==> src/rtl/mt64_pkg.sv <==
// Shared types, constants and word functions of the 64-bit Mersenne Twister generator.
package mt64_pkg;

    localparam int STATE_WORDS   = 312;
    localparam int MIDDLE_OFFSET = 156;
    localparam int IDX_W         = 9;

    typedef logic [IDX_W-1:0] idx_t;
    typedef logic [63:0]      word_t;

    localparam idx_t IDX_LAST = idx_t'(STATE_WORDS - 1);
    localparam idx_t IDX_MID  = idx_t'(MIDDLE_OFFSET);

    localparam word_t SEED_MULT  = 64'd6364136223846793005;
    localparam int    SEED_SHIFT = 62;
    localparam word_t TWIST_XOR  = 64'hb5026f5aa96619e9;
    localparam word_t LOW_BITS   = 64'h000000007fffffff;
    localparam word_t HIGH_BITS  = ~LOW_BITS;
    localparam int    TEMPER_S1  = 29;
    localparam word_t TEMPER_M1  = 64'h5555555555555555;
    localparam int    TEMPER_S2  = 17;
    localparam word_t TEMPER_M2  = 64'h71d67fffeda60000;
    localparam int    TEMPER_S3  = 37;
    localparam word_t TEMPER_M3  = 64'hfff7eee000000000;
    localparam int    TEMPER_S4  = 43;

    typedef enum logic [3:0] {
        ST_SEED_INIT,
        ST_SEED_MUL0,
        ST_SEED_MUL1,
        ST_SEED_MUL2,
        ST_SEED_WRITE,
        ST_IDLE,
        ST_READ,
        ST_READ_MID,
        ST_WRITE
    } ctrl_state_t;

    typedef struct packed {
        logic seed_init;
        logic mul0;
        logic mul1;
        logic mul2;
        logic seed_wr;
        logic rd_pair;
        logic rd_mid;
        logic draw_wr;
    } dp_cmd_t;

    typedef struct packed {
        logic seed_last;
        logic out_free;
    } dp_status_t;

    function automatic word_t twist_word(input word_t cur, input word_t nxt, input word_t mid);
        word_t mix;
        word_t shifted;
        mix     = (cur & HIGH_BITS) | (nxt & LOW_BITS);
        shifted = (mix >> 1) ^ (mix[0] ? TWIST_XOR : 64'd0);
        return mid ^ shifted;
    endfunction

    function automatic word_t temper_word(input word_t y_in);
        word_t y;
        y = y_in;
        y = y ^ ((y >> TEMPER_S1) & TEMPER_M1);
        y = y ^ ((y << TEMPER_S2) & TEMPER_M2);
        y = y ^ ((y << TEMPER_S3) & TEMPER_M3);
        y = y ^ (y >> TEMPER_S4);
        return y;
    endfunction

endpackage

==> src/rtl/mt64_ctrl.sv <==
// Controller state machine that sequences seeding and draws of the generator.
module mt64_ctrl (
    input  logic                clk,
    input  logic                rst_n,
    input  logic                in_valid,
    input  logic                advance,
    input  logic                cfg_write,
    input  mt64_pkg::dp_status_t status,
    output mt64_pkg::dp_cmd_t    cmd,
    output logic                in_stall
);
    import mt64_pkg::*;

    ctrl_state_t state_reg;
    ctrl_state_t state_next;

    always_ff @(posedge clk or negedge rst_n)
    begin
        if (!rst_n)
        begin
            state_reg <= ST_SEED_INIT;
        end
        else
        begin
            state_reg <= state_next;
        end
    end

    always_comb
    begin
        state_next = state_reg;
        cmd        = '0;
        in_stall   = 1'b1;
        case (state_reg)
            ST_SEED_INIT:
            begin
                cmd.seed_init = 1'b1;
                state_next    = ST_SEED_MUL0;
            end
            ST_SEED_MUL0:
            begin
                cmd.mul0   = 1'b1;
                state_next = ST_SEED_MUL1;
            end
            ST_SEED_MUL1:
            begin
                cmd.mul1   = 1'b1;
                state_next = ST_SEED_MUL2;
            end
            ST_SEED_MUL2:
            begin
                cmd.mul2   = 1'b1;
                state_next = ST_SEED_WRITE;
            end
            ST_SEED_WRITE:
            begin
                cmd.seed_wr = 1'b1;
                state_next  = status.seed_last ? ST_IDLE : ST_SEED_MUL0;
            end
            ST_IDLE:
            begin
                in_stall = 1'b0;
                if (in_valid && advance)
                begin
                    state_next = ST_READ;
                end
            end
            ST_READ:
            begin
                cmd.rd_pair = 1'b1;
                state_next  = ST_READ_MID;
            end
            ST_READ_MID:
            begin
                cmd.rd_mid = 1'b1;
                state_next = ST_WRITE;
            end
            ST_WRITE:
            begin
                if (status.out_free)
                begin
                    cmd.draw_wr = 1'b1;
                    state_next  = ST_IDLE;
                end
            end
            default:
            begin
                state_next = ST_SEED_INIT;
            end
        endcase
        if (cfg_write)
        begin
            state_next = ST_SEED_INIT;
        end
    end

    a_draw_starts: assert property (@(posedge clk) disable iff (!rst_n)
        (in_valid && !in_stall && advance && !cfg_write) |=> state_reg == ST_READ)
        else $error("accepted draw request did not start a read");

    a_seed_ends: assert property (@(posedge clk) disable iff (!rst_n)
        (state_reg == ST_SEED_WRITE && status.seed_last && !cfg_write) |=> state_reg == ST_IDLE)
        else $error("seeding pass did not end after the last word");

    a_cfg_reseeds: assert property (@(posedge clk) disable iff (!rst_n)
        cfg_write |=> state_reg == ST_SEED_INIT)
        else $error("seed write did not restart seeding");

endmodule

==> config.mk <==
export PLATFORM = sky130hd
export DESIGN_NAME = mt64_ctrl
export DESIGN_NICKNAME = d
export VERILOG_FILES = /design/src/rtl/mt64_pkg.sv /design/src/rtl/mt64_ctrl.sv
export SDC_FILE = /design/constraint.sdc
export NUM_CORES = 1
export LEC_CHECK = 0
export BUFFER_PORTS_ARGS = -buffer_cell sky130_fd_sc_hd__buf_2
export CORE_AREA = 2 2 39 41
export CTS_CLUSTER_DIAMETER = 60
export CTS_CLUSTER_SIZE = 12
export DETAILED_ROUTE_END_ITERATION = 16
export DIE_AREA = 0 0 41 43
export MAX_ROUTING_LAYER = met4
export PLACE_DENSITY = 0.46
export SYNTH_ARGS = -nofsm -noshare
export SYNTH_HDL_FRONTEND = slang
export SYNTH_SLANG_ARGS = --single-unit
==> constraint.sdc <==
create_clock -name clk -period 1.5 [get_ports clk]
set_input_delay 0.225 -clock clk [delete_from_list [all_inputs] [get_ports clk]]
set_output_delay 0.225 -clock clk [all_outputs]
set_load 0.03 [all_outputs]
* After elaboration in Yosys (flattened, before gate mapping) *
Index checks and enable logic that the tools add are counted.

word-level totals
  bits in registers = 4
  latch bits = 0
  memory bits (writable) = 0
  bits in read-only memories = 0
  input bits = 7
  output and inout bits = 9
  word-level logic and storage cells = 29
  memories kept = 0

operators by class
  $add $sub $neg = 0
  multipliers = 0
  div/mod/pow operators = 0
  $lt $le $gt $ge = 0
  equal/unequal tests = 10
  shifts and indexed selects = 0
  multiplexer cells = 15
  bitwise gates (word level) = 0
  reduce and logical (&&, ||, !) cells = 3

operators by type and width
  operator                                                                count
  4-bit one-hot mux with 9 select lines                                   1
  4-bit by 3-bit equality test with 1-bit output (second input constant)  4
  4-bit two-way mux                                                       3
  1-bit two-way mux                                                       10
  4-bit by 2-bit equality test with 1-bit output (second input constant)  2
  3-bit inequality test (second input constant)                           2
  4-bit by 1-bit equality test with 1-bit output (second input constant)  1
  4-bit equality test (second input constant)                             1
  4-bit logical NOT                                                       1
  3-bit two-way mux                                                       1
  2-bit AND reduction                                                     1
  1-bit logical AND                                                       1

* Longest topological paths before layout *
Gate-level depths: netlist of the first run.

  word-level depth = 4
  mapped depth = 4
  depth with buffers taken out = 3

* Least setup slack after synthesis of the first run *
OpenSTA, ideal clock, no wires.

  path kind = flip-flop to output port
  start = reg state_reg[0]
  end = out cmd[7] (netlist bit)
  arrival = 1,488 ps
  required time = 1,275 ps
  setup slack = -213 ps
  stages on the path, launching flop included = 3
  buffers on the path = 1
  cell sequence = dfrtp_1 -> buf_2 -> nor4_1

RTL lines
  what                      line             RTL
  start: declaration        mt64_ctrl.sv:14  ctrl_state_t state_reg;
  start signal: assignment  mt64_ctrl.sv:25  state_reg <= state_next;
  end: declaration          mt64_ctrl.sv:9   output mt64_pkg::dp_cmd_t cmd,

==> results.tsv, run 1 <==
stage	metric	value	unit
run_status	run_status	finished clean	
setup_path	timing.critical_path.to_type	primary output	
setup_path	setup.worst_path.start_class	flop	
yosys	ys_async_sr_fraction	100	%
placement	buffer_ports.inserted	15	
setup_path	cp_data_arrival_time	1.26	ns
placement	dp_hpwl	620	µm
route	drtPass1Iterations	3	
layout	flow.area_growth_from_synthesis	87.4	%
yosys	synth.area.top_cells	sky130_fd_sc_hd__dfrtp_1, sky130_fd_sc_hd__nor3_1, sky130_fd_sc_hd__buf_6, sky130_fd_sc_hd__a2111oi_2, sky130_fd_sc_hd__nor2_1	
sta	hold_viol_final	0	
sta	fmax	673	MHz
setup_path	r2r_start	state_reg[0]	
setup_path	crit_path_top_delay_cell	sky130_fd_sc_hd__dfrtp_2	
yosys	ys_warn_count	0	
worst_hold_path	hold_depth	2	
route	routed_wirelength	861	µm
die	die_area	1760	µm²
yosys	synth_seq_area_share	30.5	%
yosys	synth_area	328	µm²
grt	global_route.peak_usage_layer	met2	
sta	grt_setup_unrepaired	yes	
setup_path	worst_r2r_path_depth	6	
grt	grt_pass1_wl	1500	µm
pwr	power_leakage	0.288	nW
run	max_cap_violations	0	
placement	place_congestion	0.738	
die	core	1380	µm²
pwr	power.net_switching	0.000114	W
route	avgRoutedWirePerCell	10.8	µm
route	drt_iter0_markers	7	
die	io-pin-count	16	
layout	drive_gt1_share	73.4	%
cts	clk_latency	0.23	ns
sta	totalNegativeSetupSlack	0	ns
sta	worst-slew-pin-transition	0.311	ns
sta	drv_slew	0	
placement	dpl_worst_slack	0.112	ns
cts	clkSlewWorstSetupHoldPaths	0.04	ns
sta	fin_crit	1.49	ns
setup_path	critPathKind	flop to primary output	
yosys	synth_top_area_share	30.5	%
sta	slew_headroom	79.2	%
sta	timing.final.setup_violations	0	
yosys	post_synth.cell_area_avg	8.86	µm²
setup_path	critical_path.top_delay_family	flip-flops	
setup_path	worstPathBufferInverterCount	2	
cts	tritoncts.num_buffers	3	
die	initial_core_util	23.7	%
setup_path	worstSetupEndpoint	cmd[0]	
pwr	power_density	632	nW/µm²
yosys	postSynthRegisterBits	4	
cts	htree_num_levels	1	
setup_path	worst-r2r-setup-slack	0.11	ns
setup_path	worstSetupStartpoint	state_reg[0]	
pwr	power.internal	0.000274	W
grt	global_route.usage.total	12.8	%
sta	worst_setup_slack_after_layout	0.0142	ns
setup_path	crit_chain	nor4b_4, nand2_1, inv_2, buf_6	
sta	timing.final.crit_share	99.1	%
cts	cts_root_buffer	sky130_fd_sc_hd__clkbuf_4	
yosys	synthDistinctLibCells	22	
grt	vias_in_the_first_global_route	377	
grt	grt_antenna_before_repair	0	
setup_path	crit_required	1.27	ns
grt	globalRouteOverflowTotal	0	
grt	met2_usage	18.8	%
route	route.detailed.drc	0	
setup_path	critical_path_depth	4	
setup_path	cpPeakStageDelay	0.44	ns
sta	clock-skew-final	0.00524	ns
cts	clockBufferDepth	2	
worst_hold_path	hold_class	primary input to flop	
grt	grt.met1_usage	14.9	%
die	number_of_placement_rows	14	
layout	num-nets-final	73	
route	route.detailed.vias_per_inst	4.60	
layout	largest_register_ffs	4	
yosys	synth_top_flop_cell	sky130_fd_sc_hd__dfrtp_1	
yosys	synth_nets	44	
cts	clock-sinks	4	
pwr	clock_power_share	33.4	%
pwr	combinationalPowerShare	34.3	%
die	die_h	43	µm
layout	post_layout_utilization_of_the_core	44.4	%
route	vias	368	
setup_path	cp_max_fo	5	
yosys	post_synth_top_area_cell	sky130_fd_sc_hd__dfrtp_1	
die	die_width	41	µm
pwr	seq_pwr_share	32.3	%
pwr	power.switching_fraction	29.5	%
pwr	total_chip_power	0.000388	W
yosys	synthesis.instances	37	
grt	grt_max_degree	7	
grt	use_met3	6.28	%
setup_path	capturing_point_of_the_worst_reg2reg_path	state_reg[1]	
route	count_of_nets_left_with_antenna_violations_after_detail_routing	0	
yosys	synth-edff-count	0	
pwr	peakVddDrop	0.516	mV
layout	antennaDiodeCount	0	
cts	clock_tree_from_tritoncts	built	
Yosys cell counts, types with 2 or more instances:
cell and count:
sky130_fd_sc_hd__inv_1 2, sky130_fd_sc_hd__buf_2 2, sky130_fd_sc_hd__nor3_1 5, sky130_fd_sc_hd__nor2_1 4, sky130_fd_sc_hd__dfrtp_1 4, sky130_fd_sc_hd__nand2b_1 2, sky130_fd_sc_hd__nand2_1 2, sky130_fd_sc_hd__buf_6 2
worst register-to-register path: cells and delay by family, from the launching register on:
family,cells,cell delay (ns)
flip-flops,1,0.44
AO/OA/AOI/OAI,2,0.40
buffers and inverters,3,0.36
AND/OR/NAND/NOR,1,0.07
power groups by stage:
stage               combinational [W]  sequential, W  clock [W]
detailed placement          0.0000872       0.000127          0
finish                       0.000133       0.000125   0.000129
CTS                          0.000115       0.000125   0.000139
global route                 0.000144       0.000126   0.000152
floorplan                   0.0000713       0.000116          0
global placement            0.0000881       0.000127          0
routing by layer:
metal | vias to the layer above | share of wire [%]
li1 | 186 | -
met3 | 0 | 7.3
met2 | 14 | 50
met4 | 0 | 0
met5 | - | 0
met1 | 168 | 42
through the flow:
step | hold slack, ns | area (µm²) | cells
floorplan | -0.0706 | 349 | 37
global route | 0.223 | 614 | 80
CTS | 0.204 | 562 | 79
global placement | 0.0332 | 442 | 68
finish | 0.219 | 614 | 80
detailed placement | 0.0336 | 442 | 68
cells by family (layout without fill, tap and decap cells):
logic type             after synthesis  after routing  synth area share (%)
AND/OR/NAND/NOR                     19             19                  35.1
AO/OA/AOI/OAI                        8              8                  22.1
buffers and inverters                6             33                  12.2
flip-flops                           4              4                  30.5
how the worst min path moves through the flow:
stage	start	end	slack, ns
4_1_cts	cfg_write	state_reg[1]	0.20
3_5_place_dp	rst_n	state_reg[1]	0.03
6_report	cfg_write	state_reg[1]	0.22
3_3_place_gp	rst_n	state_reg[1]	0.03
5_1_grt	cfg_write	state_reg[1]	0.22
2_1_floorplan	rst_n	state_reg[0]	-0.07
layout make-up:
type	instances	area, µm²
tap	16	20.0
fill	136	769
timing repair buffer	28	214
sequential	4	104
clock buffer	3	22.5
inverter	2	7.51
multi-input combinational	27	246
cells in the final DEF, fill, tap and decap left out, types with 2 or more instances in the layout:
master                     instances
sky130_fd_sc_hd__nor2_1            3
sky130_fd_sc_hd__buf_4            15
sky130_fd_sc_hd__clkbuf_4          3
sky130_fd_sc_hd__nor3_2            4
sky130_fd_sc_hd__buf_6             5
sky130_fd_sc_hd__buf_2             7
sky130_fd_sc_hd__nand2b_4          2
sky130_fd_sc_hd__dfrtp_2           3
timing repair:
action	CTS	global route
pin swaps	3	1
hold buffers	1	0
setup buffers	7	1
endpoints found under the hold margin	4	0
gates resized for setup	10	18
setup endpoints to repair	5	7
Power figures use the tool's default switching activity.
==> inputs of run 2 (changes only) <==
--- a/config.mk
+++ b/config.mk
@@ -13,6 +13,7 @@
 export DIE_AREA = 0 0 41 43
 export MAX_ROUTING_LAYER = met4
 export PLACE_DENSITY = 0.46
+export RECOVER_POWER = 50
 export SYNTH_ARGS = -nofsm -noshare
 export SYNTH_HDL_FRONTEND = slang
 export SYNTH_SLANG_ARGS = --single-unit
==> constraint.sdc (replaced) <==
create_clock -name clk -period 1.41 [get_ports clk]
set_input_delay 0.2115 -clock clk [delete_from_list [all_inputs] [get_ports clk]]
set_output_delay 0.2115 -clock clk [all_outputs]
set_load 0.03 [all_outputs]
==> run 2 against run 1 <==
Effect of this change: the flow now finishes with violations (setup timing); global-route usage rose by 0.96 points; final cell count up 14%; sequential share of layout area decreased by 3.0 points; clock skew barely moved; cell area grew 22%; utilization increased by 9.8 points; via count rose by 11%; power up 19%; critical path depth stayed put.
==> results.tsv, run 2 (same netlist as run 1, synthesis figures left out) <==
stage	metric	value	unit	change
pwr	power_leakage	0.342	nW	+19%
sta	clock-skew-final	0.00516	ns	-0.0000849 ns
grt	vias_in_the_first_global_route	383		+1.6%
setup_path	worstSetupStartpoint	state_reg[0]		
placement	place_congestion	0.737		-0.15%
sta	hold_viol_final	0		unchanged
layout	drive_gt1_share	80.0	%	+6.6 points
route	route.detailed.vias_per_inst	4.49		-2.3%
cts	clkSlewWorstSetupHoldPaths	0.04	ns	about the same
placement	buffer_ports.inserted	15		unchanged
die	core	1380	µm²	unchanged
sta	fin_crit	1.53	ns	
layout	layout.cells.most_common	sky130_fd_sc_hd__buf_4		
die	io-pin-count	16		unchanged
setup_path	worstPathBufferInverterCount	2		unchanged
pwr	combinationalPowerShare	40.1	%	+5.8 points
setup_path	crit_chain	nor4b_4, nand2_1, inv_1, buf_6		
placement	placement.cell_area	477	µm²	+7.9%
pwr	total_chip_power	0.000462	W	+19%
route	avgRoutedWirePerCell	11.5	µm	+7.3%
pwr	seq_pwr_share	28.9	%	-3.4 points
grt	grt_antenna_before_repair	0		unchanged
cts	clock_tree_from_tritoncts	built		
sta	totalNegativeSetupSlack	-0.584	ns	-0.584 ns
placement	dp_hpwl	633	µm	+2.0%
layout	most_used_cells_in_the_layout_excluding_fill_and_tap_cells	sky130_fd_sc_hd__buf_4, sky130_fd_sc_hd__buf_6, sky130_fd_sc_hd__buf_2		
die	die_width	41	µm	unchanged
grt	globalRouteOverflowTotal	0		unchanged
die	initial_core_util	23.7	%	unchanged
cts	cts_root_buffer	sky130_fd_sc_hd__clkbuf_4		
grt	grt_pass1_wl	1560	µm	+3.7%
setup_path	setup.worst_path.start_class	flop		
setup_path	crit_path_top_delay_cell	sky130_fd_sc_hd__dfrtp_2		
route	drtPass1Iterations	3		unchanged
worst_hold_path	hold_class	primary input to flop		
setup_path	critical_path.top_delay_family	flip-flops		
cts	clk_latency	0.24	ns	about the same
pwr	power.net_switching	0.000141	W	+23%
pwr	power_density	617	nW/µm²	-2.4%
grt	grt_max_degree	8		+1
sta	worst_setup_slack_after_layout	-0.115	ns	-0.130 ns
sta	grt_setup_unrepaired	yes		
route	count_of_nets_left_with_antenna_violations_after_detail_routing	0		unchanged
route	vias	409		+11%
placement	dpl_worst_slack	0.0455	ns	-0.0661 ns
layout	fin_area	749	µm²	+22%
setup_path	cp_data_arrival_time	1.31	ns	+0.05 ns
layout	antennaDiodeCount	0		unchanged
pwr	peakVddDrop	0.335	mV	-35%
layout	flow.area_growth_from_synthesis	129	%	
die	die_area	1760	µm²	unchanged
run	max_cap_violations	0		unchanged
route	drt_iter0_markers	1		-6
die	die_h	43	µm	unchanged
cts	tritoncts.num_buffers	3		unchanged
setup_path	r2r_start	state_reg[0]		
layout	num-nets-final	84		+15%
pwr	power.switching_fraction	30.5	%	+1.0 points
die	number_of_placement_rows	14		unchanged
pwr	clock_power_share	31.0	%	-2.4 points
setup_path	timing.critical_path.to_type	primary output		
route	route.detailed.drc	0		unchanged
grt	global_route.usage.total	13.7	%	+0.96 points
layout	largest_register_ffs	4		unchanged
sta	timing.final.setup_violations	11		+11
setup_path	crit_required	1.20	ns	-0.07 ns
setup_path	critPathKind	flop to primary output		
worst_hold_path	worstHoldStart	cfg_write		
cts	clock-sinks	4		unchanged
sta	worst-slew-pin-transition	0.279	ns	-0.0321 ns
run_status	failed_checks	setup timing		
setup_path	cpPeakStageDelay	0.45	ns	about the same
setup_path	cp_max_fo	6		+1
sta	fmax	656	MHz	
pwr	power.internal	0.000321	W	+17%
sta	slew_headroom	81.4	%	+2.1 points
sta	timing.final.crit_share	108	%	
route	routed_wirelength	1050	µm	+22%
cts	clockBufferDepth	2		unchanged
sta	drv_slew	0		unchanged
cts	htree_num_levels	1		unchanged
run_status	run_status	finished, violations left		
run 2: layer usage:
layer	track usage (%)	part of all wire (%)
met1	17.3	42
met2	19.4	53
met3	1.57	3.0
met4	10.0	1.3
met5	-	0
run 2: layout make-up:
class | instances | area, µm²
Multi-Input combinational cell | 27 | 283
Fill cell | 125 | 634
Inverter | 2 | 7.51
Clock buffer | 3 | 22.5
Tap cell | 16 | 20.0
Sequential cell | 4 | 104
Timing Repair Buffer | 39 | 313
run 2: power by group through the flow:
| stage | registers, W | clock network (W) | logic [W] |
|---|---|---|---|
| after floorplan | 0.000124 | 0 | 0.0000764 |
| after global placement | 0.000133 | 0 | 0.000105 |
| after detailed placement | 0.000132 | 0 | 0.000105 |
| after CTS | 0.000133 | 0.000147 | 0.000157 |
| after global routing | 0.000135 | 0.000154 | 0.000197 |
| final | 0.000134 | 0.000143 | 0.000185 |
run 2: per-stage QoR:
step	util [%]	std cells	hold slack [ns]
2_1_floorplan	-	37	-0.0841
3_3_place_gp	34.4	72	0.0233
3_5_place_dp	34.4	72	0.0214
4_1_cts	50.5	90	0.208
5_1_grt	54.2	91	0.232
6_report	54.2	91	0.234
run 2: path summary, 6_finish.rpt:
| kind | slack [ns] | endpoint | cells past startpoint |
|---|---|---|---|
| setup / recovery | -0.12 | cmd[0] | 4 |
| hold / removal | 0.23 | state_reg[3] | 2 |
| setup reg to reg | -0.06 | state_reg[0] | 7 |
| hold reg to reg | 0.69 | state_reg[1] | 2 |
| max in group asynchronous | 0.84 | state_reg[0] | 2 |
| min in group asynchronous | 0.35 | state_reg[3] | 2 |
run 2: worst reg2reg max path: stages, from the launching register on:
cell and delay (ns):
sky130_fd_sc_hd__dfrtp_2 0.43, sky130_fd_sc_hd__buf_4 0.14, sky130_fd_sc_hd__buf_6 0.09, sky130_fd_sc_hd__nand2b_4 0.06, sky130_fd_sc_hd__buf_4 0.13, sky130_fd_sc_hd__buf_4 0.13
sky130_fd_sc_hd__a211oi_4 0.24, sky130_fd_sc_hd__o21ba_1 0.18
run 2: repair_timing:
item                       CTS  global route
buffers inserted            14             3
hold endpoints to repair     4             0
pin swaps                    6             3
gates resized for setup     26             8
hold buffers                 1             0
setup endpoints to repair    9            12
